**src/rtl/core/sg3_pkg.sv**
```systemverilog
// ----------------------------------------------------------------------------
// Sobel 3x3 gradient package
// Shared constants, register indexes and types for the gradient core.
// ----------------------------------------------------------------------------
`default_nettype none

package sg3_pkg;

    localparam int PIX_W        = 8;
    localparam int GRAD_W       = 11;
    localparam int OUT_ROW_W    = 12;
    localparam int OUT_COL_W    = 10;
    localparam int CFG_IDX_W    = 4;
    localparam int CFG_DATA_W   = 13;
    localparam int CFG_WIDTH_W  = 11;
    localparam int CFG_HEIGHT_W = 13;
    localparam int RES_SLOTS    = 4;

    localparam int WIDTH_RESET  = 640;
    localparam int HEIGHT_RESET = 480;

    typedef enum logic [CFG_IDX_W-1:0] {
        CFG_IMAGE_WIDTH  = 4'd0,
        CFG_IMAGE_HEIGHT = 4'd1
    } t_cfg_reg;

    // one line-store word: the two rows above the current one
    typedef struct packed {
        logic [PIX_W-1:0] older;
        logic [PIX_W-1:0] newer;
    } t_line_word;

    // [row r-2..r][col c-2..c]
    typedef logic [2:0][2:0][PIX_W-1:0] t_window;

    // control of one pixel on its way to the emit stage
    typedef struct packed {
        logic                 valid;
        logic [RES_SLOTS-1:0] mask;     // results in raster order, bit 0 first
        logic                 row_ge1;
        logic                 row_ge2;
        logic                 col_ge1;
        logic                 col_ge2;
    } t_item_ctrl;

endpackage

`default_nettype wire

```
**src/rtl/core/sg3_emit.sv**
```systemverilog
// ----------------------------------------------------------------------------
// Sobel 3x3 emit stage
// Steps through the results one pixel completes and computes each gradient.
// ----------------------------------------------------------------------------
`default_nettype none

module sg3_emit #(
    parameter int MAX_WIDTH  = 1024,
    parameter int MAX_HEIGHT = 4096,
    localparam int CW = $clog2(MAX_WIDTH),
    localparam int RW = $clog2(MAX_HEIGHT)
) (
    input  wire logic                                i_clk,
    input  wire logic                                i_rst_n,
    input  sg3_pkg::t_item_ctrl                      i_item,
    input  wire logic        [RW-1:0]                i_row,
    input  wire logic        [CW-1:0]                i_col,
    input  sg3_pkg::t_window                         i_window,
    output logic                                     o_ready,
    output logic                                     o_out_valid,
    input  wire logic                                i_out_stall,
    output logic signed      [sg3_pkg::GRAD_W-1:0]   o_grad_x,
    output logic signed      [sg3_pkg::GRAD_W-1:0]   o_grad_y,
    output logic             [sg3_pkg::OUT_ROW_W-1:0] o_out_row,
    output logic             [sg3_pkg::OUT_COL_W-1:0] o_out_col,
    output logic                                     o_last
);

    localparam int GW = sg3_pkg::GRAD_W;
    localparam int NS = sg3_pkg::RES_SLOTS;

    sg3_pkg::t_item_ctrl r_s2;
    logic [RW-1:0]       r_row;
    logic [CW-1:0]       r_col;
    logic                r_o_valid;
    logic signed [GW-1:0] r_gx, r_gy;
    logic [sg3_pkg::OUT_ROW_W-1:0] r_out_row;
    logic [sg3_pkg::OUT_COL_W-1:0] r_out_col;
    logic                r_last;

    logic [NS-1:0]       sel;
    logic [NS-1:0]       rest;
    logic                last;
    logic                out_free;
    logic                emit;
    logic                load;
    logic                y_on_row;
    logic                x_on_col;
    logic [1:0]          rs0, rs1, rs2, cs0, cs1, cs2;
    logic [sg3_pkg::PIX_W-1:0] p00, p01, p02, p10, p12, p20, p21, p22;
    logic [GW-1:0]       sum_l, sum_r, sum_t, sum_b;
    logic signed [GW-1:0] n_gx, n_gy;
    logic [RW-1:0]       y;
    logic [CW-1:0]       x;

    // lowest pending result goes first
    assign sel      = r_s2.mask & (~r_s2.mask + NS'(1));
    assign rest     = r_s2.mask & ~sel;
    assign last     = (rest == '0);
    assign out_free = !r_o_valid || !i_out_stall;
    assign emit     = r_s2.valid && out_free;
    assign o_ready  = !r_s2.valid || (out_free && last);
    assign load     = i_item.valid && o_ready;
    assign y_on_row = sel[2] || sel[3];
    assign x_on_col = sel[1] || sel[3];

    // window taps with edge replication
    always_comb begin
        if (y_on_row) begin
            rs0 = r_s2.row_ge1 ? 2'd1 : 2'd2;
            rs1 = 2'd2;
        end else begin
            rs0 = r_s2.row_ge2 ? 2'd0 : 2'd1;
            rs1 = 2'd1;
        end
        rs2 = 2'd2;
        if (x_on_col) begin
            cs0 = r_s2.col_ge1 ? 2'd1 : 2'd2;
            cs1 = 2'd2;
        end else begin
            cs0 = r_s2.col_ge2 ? 2'd0 : 2'd1;
            cs1 = 2'd1;
        end
        cs2 = 2'd2;

        p00 = i_window[rs0][cs0];
        p01 = i_window[rs0][cs1];
        p02 = i_window[rs0][cs2];
        p10 = i_window[rs1][cs0];
        p12 = i_window[rs1][cs2];
        p20 = i_window[rs2][cs0];
        p21 = i_window[rs2][cs1];
        p22 = i_window[rs2][cs2];

        sum_l = GW'(p00) + (GW'(p10) << 1) + GW'(p20);
        sum_r = GW'(p02) + (GW'(p12) << 1) + GW'(p22);
        sum_t = GW'(p00) + (GW'(p01) << 1) + GW'(p02);
        sum_b = GW'(p20) + (GW'(p21) << 1) + GW'(p22);
        n_gx  = signed'(sum_r - sum_l);
        n_gy  = signed'(sum_b - sum_t);

        y = y_on_row ? r_row : r_row - RW'(1);
        x = x_on_col ? r_col : r_col - CW'(1);
    end

    always_ff @(posedge i_clk) begin
        if (!i_rst_n) begin
            r_s2      <= '0;
            r_o_valid <= 1'b0;
        end else begin
            priority if (load) begin
                r_s2       <= i_item;
                r_s2.valid <= (i_item.mask != '0);
            end else if (emit) begin
                r_s2.mask  <= rest;
                r_s2.valid <= !last;
            end
            priority if (emit) begin
                r_o_valid <= 1'b1;
            end else if (!i_out_stall) begin
                r_o_valid <= 1'b0;
            end
        end
    end

    always_ff @(posedge i_clk) begin
        if (load) begin
            r_row <= i_row;
            r_col <= i_col;
        end
        if (emit) begin
            r_gx      <= n_gx;
            r_gy      <= n_gy;
            r_out_row <= sg3_pkg::OUT_ROW_W'(y);
            r_out_col <= sg3_pkg::OUT_COL_W'(x);
            r_last    <= last;
        end
    end

    assign o_out_valid = r_o_valid;
    assign o_grad_x    = r_gx;
    assign o_grad_y    = r_gy;
    assign o_out_row   = r_out_row;
    assign o_out_col   = r_out_col;
    assign o_last      = r_last;

    a_hold_multi: assert property (@(posedge i_clk) disable iff (!i_rst_n)
        $countones(r_s2.mask) > 1 |-> !o_ready)
        else $error("new pixel taken while several results still pending");

    a_mask_shrinks: assert property (@(posedge i_clk) disable iff (!i_rst_n)
        r_s2.valid && !load |=> (r_s2.mask & ~$past(r_s2.mask)) == '0)
        else $error("pending result set grew without a new pixel");

endmodule

`default_nettype wire

```
**config.mk**
```make
export PLATFORM = sky130hd
export DESIGN_NAME = sg3_emit
export DESIGN_NICKNAME = d
export VERILOG_FILES = /design/src/rtl/core/sg3_pkg.sv /design/src/rtl/core/sg3_emit.sv
export SDC_FILE = /design/constraint.sdc
export NUM_CORES = 1
export LEC_CHECK = 0
export ABC_AREA = 0
export BUFFER_PORTS_ARGS = -buffer_cell sky130_fd_sc_hd__buf_2
export CAP_MARGIN = 20
export CORE_MARGIN = 4
export CORE_UTILIZATION = 35
export CTS_BUF_LIST = sky130_fd_sc_hd__clkbuf_4 sky130_fd_sc_hd__clkbuf_8 sky130_fd_sc_hd__clkbuf_16
export DETAILED_ROUTE_END_ITERATION = 10
export SLEW_MARGIN = 15
export SYNTH_ARGS = -nofsm -noshare
export SYNTH_HDL_FRONTEND = slang
export SYNTH_SLANG_ARGS = --single-unit
```
**constraint.sdc**
```tcl
create_clock -name i_clk -period 10.85 [get_ports i_clk]
set_input_delay 0.5425 -clock i_clk [delete_from_list [all_inputs] [get_ports i_clk]]
set_output_delay 0.5425 -clock i_clk [all_outputs]
set_load 0.05 [all_outputs]
```
==> results.md <==
* Post-layout nets at about 1000
* Switching Fraction at 0.463
* PnR worst setup slack at 4.92 ns
* Layout area overhead at 18.3%
* Routability congestion estimate from global placement at 0.885
* ANT cells at 0
* Setup bufs post-CTS at 0
* Hold Vio Cnt, Final at 0
* Largest net degree at the start of global routing at 46
* Mapped Avg Cell Area at 10.1 um^2
* Global-route total usage across every layer at 0.173
* Top FF cell, synth: edfxtp_1
* RSZ-0062 raised after global routing: false
* Root Buffer Master: clkbuf_16
* Antenna violations before repair at 0
* Comb pwr share at 0.680
* CTS tree: built
* Routed WL per cell at approximately 17 um
* Synth Register Bits at 77
* Setup Viol. Count Final at 0
* Post-route ant nets at 0
* Core area at 0.0190 mm^2
* PwrDens at around 320 mW/mm^2
* Period utilization at 0.547
* Synth Instances at 680
* PortBufs at approximately 150
* H-tree depth at 3
* Hold_buf cts at 0
* Vias in the first global route at approximately 5500
* Starting Density at 0.361
* Critical path class: reg -> reg
* Sequential share of the synthesized area at 0.323
* Max frequency at roughly 0.17 GHz
* FF-to-FF setup slack at roughly 4.9 ns
* Pre-antenna DRT Iters at 5
* Setup TNS at 0 ns
* Bufs on Longest Clock Path at 2
* Status: complete, no violations
* Highest-count cells in the layout ignoring fill and taps: buf_2 (152), inv_1 (121), edfxtp_1 (67)
* Worst path arrival time at ~6 ns
* DRC violations left at 0
* Leak Pwr at roughly 0.0036 uW
* Via count at around 5500
* Die area at between 0.02 and 0.025 mm^2
* Syn_nets at between 800 and 900
* First-pass GRT wire length at slightly below 30 mm
* Clock skew at 0.00932 ns
* Worst Hold Class: in -> reg
* Grt total ovfl at 0
* Synth warn at 0
* Clk sinks at 77
* Fin. max-slew vios at 0
* Worst vdd ir at approximately 210 uV
* Final min period at 5.93 ns
* Reg power frac at 0.198
* Worst slack at placement at roughly 4.9 ns
* Resized cells post-CTS at 0
* 1st-iter DRT viols at roughly 370
* DP Wirelength at 14.9 mm
* Vias per inst at approximately 5.1
* CP Launch Type: flip-flop
* WL final at approximately 19 mm
* Row Count at 50
* Worst EP required at approximately 11 ns
* Worst slew pin tran at approximately 0.88 ns
* Synth cell types at roughly 70
* Switch Pwr at ~1200 uW
* Power Internal at roughly 1400 uW
* Clock-pin slew on the worst setup and hold paths at ~0.07 ns
* Post-synth EDFFs at between 60 and 70
* Crit Path Max Fanout at 19
* Commonest non-fill, non-tap cell in the layout: buf_2
* Height of the die at roughly 150 um
* Share of cells above drive strength 1 at 0.237
* CTS Buf Count at 9
* Die width at 148 um
* Ys async rst share at 0
* Max Cap Viol at 0
* CP Capture Type: flip-flop
* Slew headroom at 0.410
* I/O pin count at between 150 and 200
* Worst-skew pair later-pin latency at between 0.3 and 0.4 ns
* Clock power share at 0.122
* Synthesized cell area at a little under 0.007 mm^2
synthesized netlist by cell type, types with 11 or more instances:
cell type / instances / area (um^2)
fa_1: 62 / 1240
xnor2_1: 21 / 184
a21oi_1: 26 / 130
mux2i_1: 13 / 130
buf_2: 11 / 55.1
nand3_1: 11 / 55.1
inv_1: 122 / 458
o21ai_0: 29 / 145
a211oi_1: 16 / 120
edfxtp_1: 67 / 2010
nor2_1: 42 / 158
ha_1: 26 / 325
nand2_1: 43 / 161
path summary, 6_finish.rpt:
check / depth (start not counted) / start / endpoint
max: 17 / r_s2[7] / o_grad_x[9]
min reg2reg: 2 / o_out_valid / o_out_valid
min: 1 / i_col[5] / r_col[5]
max reg2reg: 17 / r_s2[7] / o_grad_x[9]
through the flow:
stage | utilization | hold WS (ns) | cells | power (uW) | area [um^2]
after floorplan | - | 0.466 | 680 | 1930 | 6840
after global placement | 0.410 | 0.519 | 1066 | 2250 | 7770
after detailed placement | 0.410 | 0.522 | 1066 | 2270 | 7770
after CTS | 0.426 | 0.349 | 1082 | 2600 | 8070
after global routing | 0.427 | 0.349 | 1083 | 2870 | 8090
final | 0.427 | 0.364 | 1083 | 2580 | 8090
sequential cells by signal, summed over array words and instances, names as in the netlist:
register,flops
o_grad_y,11
r_s2,9
o_grad_x,11
o_out_col,10
o_last,1
r_row,12
r_col,10
o_out_row,12
o_out_valid,1
cell families (layout without fill, tap and decap cells):
family,count (synthesis),after routing,share of synthesized area
simple gates,151,151,0.116
xor+xnor,31,31,0.0397
compound gates,164,164,0.170
fa+ha+maj,89,89,0.230
buf+inv,150,293,0.0931
flops,77,77,0.323
mux,18,18,0.0272
critical path, cell delays in order, from the launching register on:
cell,delay [ns]
dfxtp_1,0.62
or2_1,0.68
nand3_4,0.34
a311oi_1,0.69
nor2_1,0.09
a211oi_1,0.46
fa_1,0.25
inv_1,0.06
fa_1,0.54
inv_1,0.06
fa_1,0.52
inv_1,0.04
ha_1,0.33
nor2b_1,0.16
or3_1,0.32
a21oi_1,0.21
o21ai_0,0.14
xor2_1,0.15
layout make-up:
class	instances	area (um^2)
clock inverter	7	81.3
multi-input combinational	453	4000
sequential	77	2210
tap	260	325
clock buffer	9	225
timing repair buffer	155	796
inverter	122	458
fill	1876	10900
layer usage:
layer  part of all wire  global-route usage  routed length (um)  vias up
li1                   -                   -                   -     2645
met1               0.43               0.231                8010     2666
met2               0.48               0.287                8980      213
met3              0.072              0.0297                1350       23
met4              0.017              0.0550                 311        0
met5                  0                   0                   0        -
power by group through the flow:
stage                     Clock [uW]  Sequential, uW  Combinational (uW)
final                            315             509                1750
after floorplan                    0             679                1250
after global routing             340             516                2020
after CTS                        327             510                1760
after detailed placement           0             517                1750
after global placement             0             515                1730
Power figures use the tool's default switching activity.
