==> config.mk <==
export PLATFORM = sky130hd
export DESIGN_NAME = sg3_cfg
export DESIGN_NICKNAME = d
export VERILOG_FILES = /design/src/rtl/core/sg3_pkg.sv /design/src/rtl/core/sg3_cfg.sv
export SDC_FILE = /design/constraint.sdc
export NUM_CORES = 1
export LEC_CHECK = 0
export BUFFER_PORTS_ARGS = -buffer_cell sky130_fd_sc_hd__buf_2
export CORE_AREA = 2 2 58 60
export CTS_CLUSTER_DIAMETER = 40
export DETAILED_ROUTE_END_ITERATION = 7
export DIE_AREA = 0 0 60 62
export SLEW_MARGIN = 10
export SYNTH_ARGS = -nofsm -noshare
export SYNTH_HDL_FRONTEND = slang
export SYNTH_SLANG_ARGS = --single-unit
==> constraint.sdc <==
create_clock -name i_clk -period 3.27 [get_ports i_clk]
set_clock_uncertainty 0.15 [all_clocks]
set_input_delay 0.1635 -clock i_clk [delete_from_list [all_inputs] [get_ports i_clk]]
set_output_delay 0.1635 -clock i_clk [all_outputs]
set_load 0.03 [all_outputs]
==> src/rtl/core/sg3_pkg.sv <==
// ----------------------------------------------------------------------------
// Sobel 3x3 gradient package
// Shared constants, register indexes and types for the gradient core.
// ----------------------------------------------------------------------------
`default_nettype none

package sg3_pkg;

    localparam int PIX_W        = 8;
    localparam int GRAD_W       = 11;
    localparam int OUT_ROW_W    = 12;
    localparam int OUT_COL_W    = 10;
    localparam int CFG_IDX_W    = 4;
    localparam int CFG_DATA_W   = 13;
    localparam int CFG_WIDTH_W  = 11;
    localparam int CFG_HEIGHT_W = 13;
    localparam int RES_SLOTS    = 4;

    localparam int WIDTH_RESET  = 640;
    localparam int HEIGHT_RESET = 480;

    typedef enum logic [CFG_IDX_W-1:0] {
        CFG_IMAGE_WIDTH  = 4'd0,
        CFG_IMAGE_HEIGHT = 4'd1
    } t_cfg_reg;

    // one line-store word: the two rows above the current one
    typedef struct packed {
        logic [PIX_W-1:0] older;
        logic [PIX_W-1:0] newer;
    } t_line_word;

    // [row r-2..r][col c-2..c]
    typedef logic [2:0][2:0][PIX_W-1:0] t_window;

    // control of one pixel on its way to the emit stage
    typedef struct packed {
        logic                 valid;
        logic [RES_SLOTS-1:0] mask;     // results in raster order, bit 0 first
        logic                 row_ge1;
        logic                 row_ge2;
        logic                 col_ge1;
        logic                 col_ge2;
    } t_item_ctrl;

endpackage

`default_nettype wire

==> src/rtl/core/sg3_cfg.sv <==
// ----------------------------------------------------------------------------
// Sobel 3x3 configuration registers
// Holds image width and height as clamped last-column and last-row values.
// ----------------------------------------------------------------------------
`default_nettype none

module sg3_cfg #(
    parameter int MAX_WIDTH  = 1024,
    parameter int MAX_HEIGHT = 4096,
    localparam int CW = $clog2(MAX_WIDTH),
    localparam int RW = $clog2(MAX_HEIGHT)
) (
    input  wire logic                           i_clk,
    input  wire logic                           i_rst_n,
    input  wire logic                           i_cfg_valid,
    output logic                                o_cfg_ready,
    input  wire logic [sg3_pkg::CFG_IDX_W-1:0]  i_cfg_index,
    input  wire logic [sg3_pkg::CFG_DATA_W-1:0] i_cfg_data,
    output logic      [CW-1:0]                  o_w_last,
    output logic      [RW-1:0]                  o_h_last,
    output logic                                o_restart
);

    localparam int WC = (CW + 1 > sg3_pkg::CFG_WIDTH_W) ? CW + 1 : sg3_pkg::CFG_WIDTH_W;
    localparam int HC = (RW + 1 > sg3_pkg::CFG_HEIGHT_W) ? RW + 1 : sg3_pkg::CFG_HEIGHT_W;
    localparam int W_RST = (sg3_pkg::WIDTH_RESET > MAX_WIDTH) ? MAX_WIDTH
                                                              : sg3_pkg::WIDTH_RESET;
    localparam int H_RST = (sg3_pkg::HEIGHT_RESET > MAX_HEIGHT) ? MAX_HEIGHT
                                                                : sg3_pkg::HEIGHT_RESET;

    logic [CW-1:0] r_w_last, n_w_last;
    logic [RW-1:0] r_h_last, n_h_last;
    logic [WC-1:0] w_val;
    logic [HC-1:0] h_val;
    logic          wr;
    logic          wr_width;
    logic          wr_height;

    assign o_cfg_ready = 1'b1;
    assign wr          = i_cfg_valid && o_cfg_ready;
    assign wr_width    = wr && (i_cfg_index == sg3_pkg::CFG_IMAGE_WIDTH);
    assign wr_height   = wr && (i_cfg_index == sg3_pkg::CFG_IMAGE_HEIGHT);
    assign o_restart   = wr_width || wr_height;

    // zero acts as one, anything above the maximum as the maximum
    always_comb begin
        w_val = WC'(i_cfg_data[sg3_pkg::CFG_WIDTH_W-1:0]);
        h_val = HC'(i_cfg_data[sg3_pkg::CFG_HEIGHT_W-1:0]);
        priority if (w_val == '0) begin
            n_w_last = '0;
        end else if (w_val > WC'(MAX_WIDTH)) begin
            n_w_last = CW'(MAX_WIDTH - 1);
        end else begin
            n_w_last = CW'(w_val - WC'(1));
        end
        priority if (h_val == '0) begin
            n_h_last = '0;
        end else if (h_val > HC'(MAX_HEIGHT)) begin
            n_h_last = RW'(MAX_HEIGHT - 1);
        end else begin
            n_h_last = RW'(h_val - HC'(1));
        end
    end

    always_ff @(posedge i_clk) begin
        if (!i_rst_n) begin
            r_w_last <= CW'(W_RST - 1);
            r_h_last <= RW'(H_RST - 1);
        end else begin
            if (wr_width) begin
                r_w_last <= n_w_last;
            end
            if (wr_height) begin
                r_h_last <= n_h_last;
            end
        end
    end

    assign o_w_last = r_w_last;
    assign o_h_last = r_h_last;

endmodule

`default_nettype wire

==> results.tsv, run 1 <==
stage	metric	value	unit
power	swShare	28.2	%
critical_path	critPathMaxFanout	15	
critical_path	critPathMaxStageDelay	0.47	ns
global_route	grt_overflow	0	
power	clkPwrFrac	24.5	%
die	ioPinCount	44	
logic_synthesis	yosysWarnings	0	
critical_path	crit_buf_inv	1	
die	die_y	62	um
power	irDropWorstVdd	0.114	mV
global_route	grt_pass1_wl	4.70	mm
logic_synthesis	syn-num-nets	164	
timing	grt_setup_unrepaired	no	
global_route	grt_pass1_vias	1054	
logic_synthesis	synth_cell_types	39	
clocking	clock-sinks	22	
clocking	root_buffer	clkbuf_4	
global_route	antenna_found_initial	0	
logic_synthesis	synthSimpleGateAreaFrac	27.3	%
logic_synthesis	synthFlopType	dfxtp_1	
global_route	grt_util_all_layers	16.6	%
clocking	htreeDepth	1	
die	die_w	60	um
final_layout	instances_no_fill	222	
routing	wl_per_cell	13.5	um
critical_path	crit_path_end_kind	register	
placed_design	dp_cells	219	
critical_path	worst_setup_path_start_kind	input port	
power	p_leak	0.644	nW
clocking	clk_pin_slew	0.12	ns
clocking	ctsResizeCount	0	
timing	timing.final.crit_share	58.9	%
die	rows	21	
final_layout	final_common_cell	buf_2	
timing	maxSlewViolCount	0	
timing	whs	0.0901	ns
final_layout	n_antenna_cell	0	
routing	drt_wl_total	3.01	mm
run	drv_cap	0	
power	p_comb_share	18.5	%
logic_synthesis	synth_edf_count	0	
final_layout	drive_gt1_share	29.0	%
power	power	0.485	mW
routing	avgViaCountPerCell	5.22	
routing	drtIter0Drc	42	
placed_design	gp_congestion	0.858	
timing	fmax	0.519	GHz
power	p_seq_share	57.0	%
timing	finalSetupTns	0	ns
timing	period_needed	1.93	ns
min_path	hp-class	input port to register	
critical_path	crit_chain	buf_2 -> nor4b_1 -> nand2_1 -> a31o_2 -> o41ai_1	
timing	setup_viol	0	
timing	hold_viol	0	
logic_synthesis	synth_top_family_by_area	simple AND/OR/NAND/NOR gates	
final_layout	area_delta_synth_final	20.8	%
die	start_util	36.7	%
clocking	post_cts_buffers	0	
die	dieArea	0.00372	sq mm
min_path	hold_depth	3	
logic_synthesis	syn_inst	142	
logic_synthesis	synth_area	0.00117	sq mm
routing	first_pass_iters	4	
critical_path	arrival	1.99	ns
die	core_area	0.00318	sq mm
logic_synthesis	yosys.area_share.adder	2.14	%
critical_path	crit_family	simple AND/OR/NAND/NOR gates	
clocking	cts_tree	done	
logic_synthesis	synthArstFlopShare	0	%
critical_path	cp_slowest_cell	a31o_2	
power	power.switching	0.136	mW
critical_path	timing.rr.end	o_h_last[9]	
logic_synthesis	synth_compound_area_share	24.9	%
critical_path	r2r_cells	2	
clocking	hold_buffers	0	
final_layout	final_cell_mix	42 x buf_2, 22 x dfxtp_1, 20 x nand2_1, 16 x o211ai_1, 14 x nor3_1	
power	p_int	0.348	mW
critical_path	reg2reg_from	o_h_last[9]	
timing	worst_pin_slew	0.896	ns
clocking	clk_latency	0.30	ns
run_status	status	completed	
critical_path	startpoint	i_cfg_index[1]	
critical_path	path_class	input port to register	
logic_synthesis	synth_mux_area_share	0	%
global_route	grt_max_degree	22	
routing	final_antenna_net_count	0	
clocking	max-clock-path-buffers	2	
logic_synthesis	synth_seq_cells	22	
power	powerDensity	344	mW/mm^2
timing	relSlewSlack	40.0	%
logic_synthesis	seq_area_frac_synth	37.7	%
final_layout	fin_nets	200	
clocking	cts-buffers-inserted	3	
placed_design	pre_cts_ws	1.02	ns
logic_synthesis	avgSynthCellArea	8.22	sq um
logic_synthesis	synth_xor_xnor_area_share	2.25	%
critical_path	required	3.33	ns
min_path	min_to	o_h_last[0]	
min_path	min_from	i_cfg_data[12]	
routing	vias	1158	
placed_design	io_buffers	42	
routing	drcViolationCount	0	
timing	setup_ws	1.34	ns
critical_path	rrSetupSlack	2.28	ns
placed_design	dp_hpwl	2.28	mm
[cell usage after synthesis, drive strengths merged, types with 2 or more instances]
cell type,number,share of area [%]
and3b,2,1.6
o31a,2,1.5
dfxtp,22,38
clkbuf,8,2.6
xnor2,2,1.5
or4,2,1.3
o31ai,4,2.6
o21a,2,1.3
ha,2,2.1
nand2,20,6.4
buf,3,1.5
inv,4,1.3
nor4,4,2.1
o41ai,2,1.5
o211ai,16,10
nor2,10,3.2
nand3,4,1.7
nor3,14,6.0
[layer usage]
layer	GRT usage, %	share of wire [%]	wire, um
met5	0	0	0
met2	29.7	51	1530
met1	20.6	45	1360
met4	4.76	0.57	17
met3	2.90	3.4	103
[area by class of cell]
class                           count  area [sq um]
Tap cell                           46          57.6
Timing Repair Buffer               42           210
Multi-Input combinational cell    105           664
Sequential cell                    22           440
Clock buffer                        3          22.5
Inverter                            4          15.0
Fill cell                         353          1770
[how the worst max path moves through the flow]
stage | end | depth (start not counted)
after floorplan | o_h_last[5] | 5
after global placement | o_h_last[9] | 5
after detailed placement | o_h_last[9] | 5
after CTS | o_h_last[9] | 5
after global routing | o_h_last[10] | 5
final | o_h_last[10] | 5
[through the flow]
stage,utilization [%],cell area (sq um)
5_1_grt,44.4,1410
2_1_floorplan,-,1170
4_1_cts,44.4,1410
3_3_place_gp,43.6,1390
6_report,44.4,1410
3_5_place_dp,43.6,1390
[power by group through the flow]
stage          clock network (mW)  registers (mW)  logic [mW]
2_1_floorplan                   0           0.293      0.0466
3_3_place_gp                    0           0.282      0.0889
3_5_place_dp                    0           0.282      0.0894
4_1_cts                     0.128           0.276      0.0897
5_1_grt                     0.131           0.277      0.0986
6_report                    0.119           0.276      0.0895
[logic make-up (layout without fill, tap and decap cells)]
group	Yosys count	count (layout)
simple gates	64	64
compound gates	35	35
flops	22	22
buf+inv	15	49
xor+xnor	3	3
fa+ha+maj	2	2
other cells	1	1
[worst min-delay path: stages]
cell and delay, ns:
buf_2 0.14, nor2_1 0.10, o211ai_1 0.09
[flip-flops by register name (all words and copies together) (netlist names)]
name,count
o_h_last,12
o_w_last,10
(Power assumes the default switching activity.)
==> run 2: changes to the inputs <==
==> constraint.sdc (replaced) <==
create_clock -name i_clk -period 1.9 [get_ports i_clk]
set_clock_uncertainty 0.15 [all_clocks]
set_input_delay 0.095 -clock i_clk [delete_from_list [all_inputs] [get_ports i_clk]]
set_output_delay 0.095 -clock i_clk [all_outputs]
set_load 0.03 [all_outputs]
==> run 2 against run 1 <==
Compared with the run above: core utilization rose by 5.5 points; via count rose by 9.5%; cell count rose by 8.1%; hold slack got worse by 0.068 ns; global-route usage rose by 1.7 points.
==> results.tsv, run 2 (synthesis results as in run 1) <==
stage	metric	value	unit	change
run_status	status	completed		
clocking	cts-buffers-inserted	3		unchanged
final_layout	final_common_cell	buf_2		
power	irDropWorstVdd	0.195	mV	+71%
critical_path	startpoint	i_cfg_data[0]		
clocking	htreeDepth	1		unchanged
global_route	antenna_found_initial	0		unchanged
critical_path	crit_path_end_kind	register		
global_route	use_met1	24.0	%	+3.4 points
critical_path	rrSetupSlack	0.93	ns	-1.35 ns
placed_design	dp_cells	235		+7.3%
routing	drtIter0Drc	54		+29%
placed_design	io_buffers	42		unchanged
global_route	grt_overflow	0		unchanged
timing	period_needed	1.64	ns	
placed_design	post_dp_cell_area	0.00154	sq mm	+11%
clocking	clk_pin_slew	0.12	ns	about the same
placed_design	dp_hpwl	2.49	mm	+8.9%
power	power	0.915	mW	+89%
placed_design	gp_congestion	0.874		+1.9%
critical_path	arrival	1.68	ns	-0.31 ns
timing	relSlewSlack	63.3	%	+23 points
final_layout	final_util	49.9	%	+5.5 points
routing	final_antenna_net_count	0		unchanged
routing	wl_per_cell	13.4	um	-1.3%
final_layout	largest_reg_flops	12		unchanged
run	drv_cap	0		unchanged
die	start_util	36.7	%	unchanged
clocking	clk_latency	0.30	ns	about the same
global_route	gr-usage-met3	1.86	%	-1.0 points
final_layout	instances_no_fill	240		+8.1%
die	ioPinCount	44		unchanged
routing	drcViolationCount	0		unchanged
critical_path	required	1.94	ns	-1.39 ns
critical_path	worst_setup_path_start_kind	input port		
routing	vias	1268		+9.5%
timing	setup_ws	0.258	ns	-1.08 ns
final_layout	n_antenna_cell	0		unchanged
power	power.switching	0.254	mW	+86%
final_layout	drive_gt1_share	36.1	%	+7.1 points
timing	fmax	0.609	GHz	
power	powerDensity	577	mW/mm^2	+68%
power	clkPwrFrac	28.2	%	+3.7 points
placed_design	pre_cts_ws	-0.0585	ns	-1.08 ns
clocking	max-clock-path-buffers	2		unchanged
global_route	gr-usage-met2	31.7	%	+2.0 points
timing	whs	0.0218	ns	-0.0684 ns
global_route	grt_util_all_layers	18.3	%	+1.7 points
final_layout	final_cell_mix	42 x buf_2, 22 x dfxtp_1, 20 x nand2_1, 16 x o211ai_1, 16 x buf_4		
final_layout	design_area	0.00159	sq mm	+12%
global_route	grt_max_degree	21		-4.5%
min_path	hp-class	input port to register		
global_route	top_usage_layer	met2		
die	rows	21		unchanged
timing	timing.final.crit_share	86.4	%	
timing	maxSlewViolCount	0		unchanged
timing	hold_viol	0		unchanged
critical_path	critPathMaxFanout	6		-9
die	dieArea	0.00372	sq mm	unchanged
final_layout	fin_nets	217		+8.5%
clocking	cts_tree	done		
power	p_seq_share	51.9	%	-5.1 points
clocking	root_buffer	clkbuf_4		
timing	grt_setup_unrepaired	no		
timing	worst_pin_slew	0.548	ns	-0.349 ns
timing	setup_viol	0		unchanged
routing	avgViaCountPerCell	5.28		+1.3%
power	p_comb_share	19.9	%	+1.4 points
routing	first_pass_iters	5		+1
min_path	min_from	i_cfg_data[12]		
die	die_y	62	um	unchanged
power	p_leak	0.741	nW	+15%
critical_path	reg2reg_from	o_h_last[9]		
global_route	grt_pass1_wl	5.14	mm	+9.4%
power	p_int	0.661	mW	+90%
critical_path	path_class	input port to register		
global_route	grt_pass1_vias	1159		+10%
clocking	clock-sinks	22		unchanged
routing	drt_wl_total	3.21	mm	+6.7%
timing	finalSetupTns	0	ns	unchanged
final_layout	area_delta_synth_final	35.8	%	
die	die_w	60	um	unchanged
power	swShare	27.7	%	-0.41 points
die	core_area	0.00318	sq mm	unchanged
## run 2: timing repair
item	4_1_cts	5_1_grt
buffers inserted	0	0
gates resized for setup	0	0
hold endpoints to repair	1	0
hold buffers	1	0
## run 2: layout make-up
cell class | instances | area [sq um]
fill | 325 | 1590
sequential | 22 | 440
timing repair buffer | 59 | 340
inverter | 4 | 15.0
tap | 46 | 57.6
multi-input combinational | 105 | 696
clock buffer | 4 | 36.3
## run 2: path summary, 6_finish.rpt
| check | cells after the start | end |
|---|---|---|
| worst max-delay path | 6 | o_h_last[7] |
| worst min register to register | 2 | o_h_last[10] |
| worst max register to register | 2 | o_h_last[9] |
| worst min-delay path | 3 | o_h_last[0] |
## run 2: layer usage
| metal | share of wire [%] | routed length, um |
|---|---|---|
| met3 | 4.8 | 154 |
| met1 | 46 | 1480 |
| met2 | 48 | 1540 |
| met4 | 0.90 | 29 |
| met5 | 0 | 0 |
## run 2: power by group through the flow
| stage | logic [mW] | clock network (mW) | registers (mW) |
|---|---|---|---|
| 4_1_cts | 0.182 | 0.274 | 0.476 |
| 2_1_floorplan | 0.0864 | 0 | 0.505 |
| 5_1_grt | 0.200 | 0.281 | 0.477 |
| 3_3_place_gp | 0.178 | 0 | 0.486 |
| 6_report | 0.182 | 0.258 | 0.475 |
| 3_5_place_dp | 0.180 | 0 | 0.486 |
## run 2: worst max-delay path: stages
cell and delay, ns:
buf_2 0.11, or4_1 0.65, buf_4 0.20, o41ai_1 0.28
and3b_2 0.25, o211ai_1 0.09
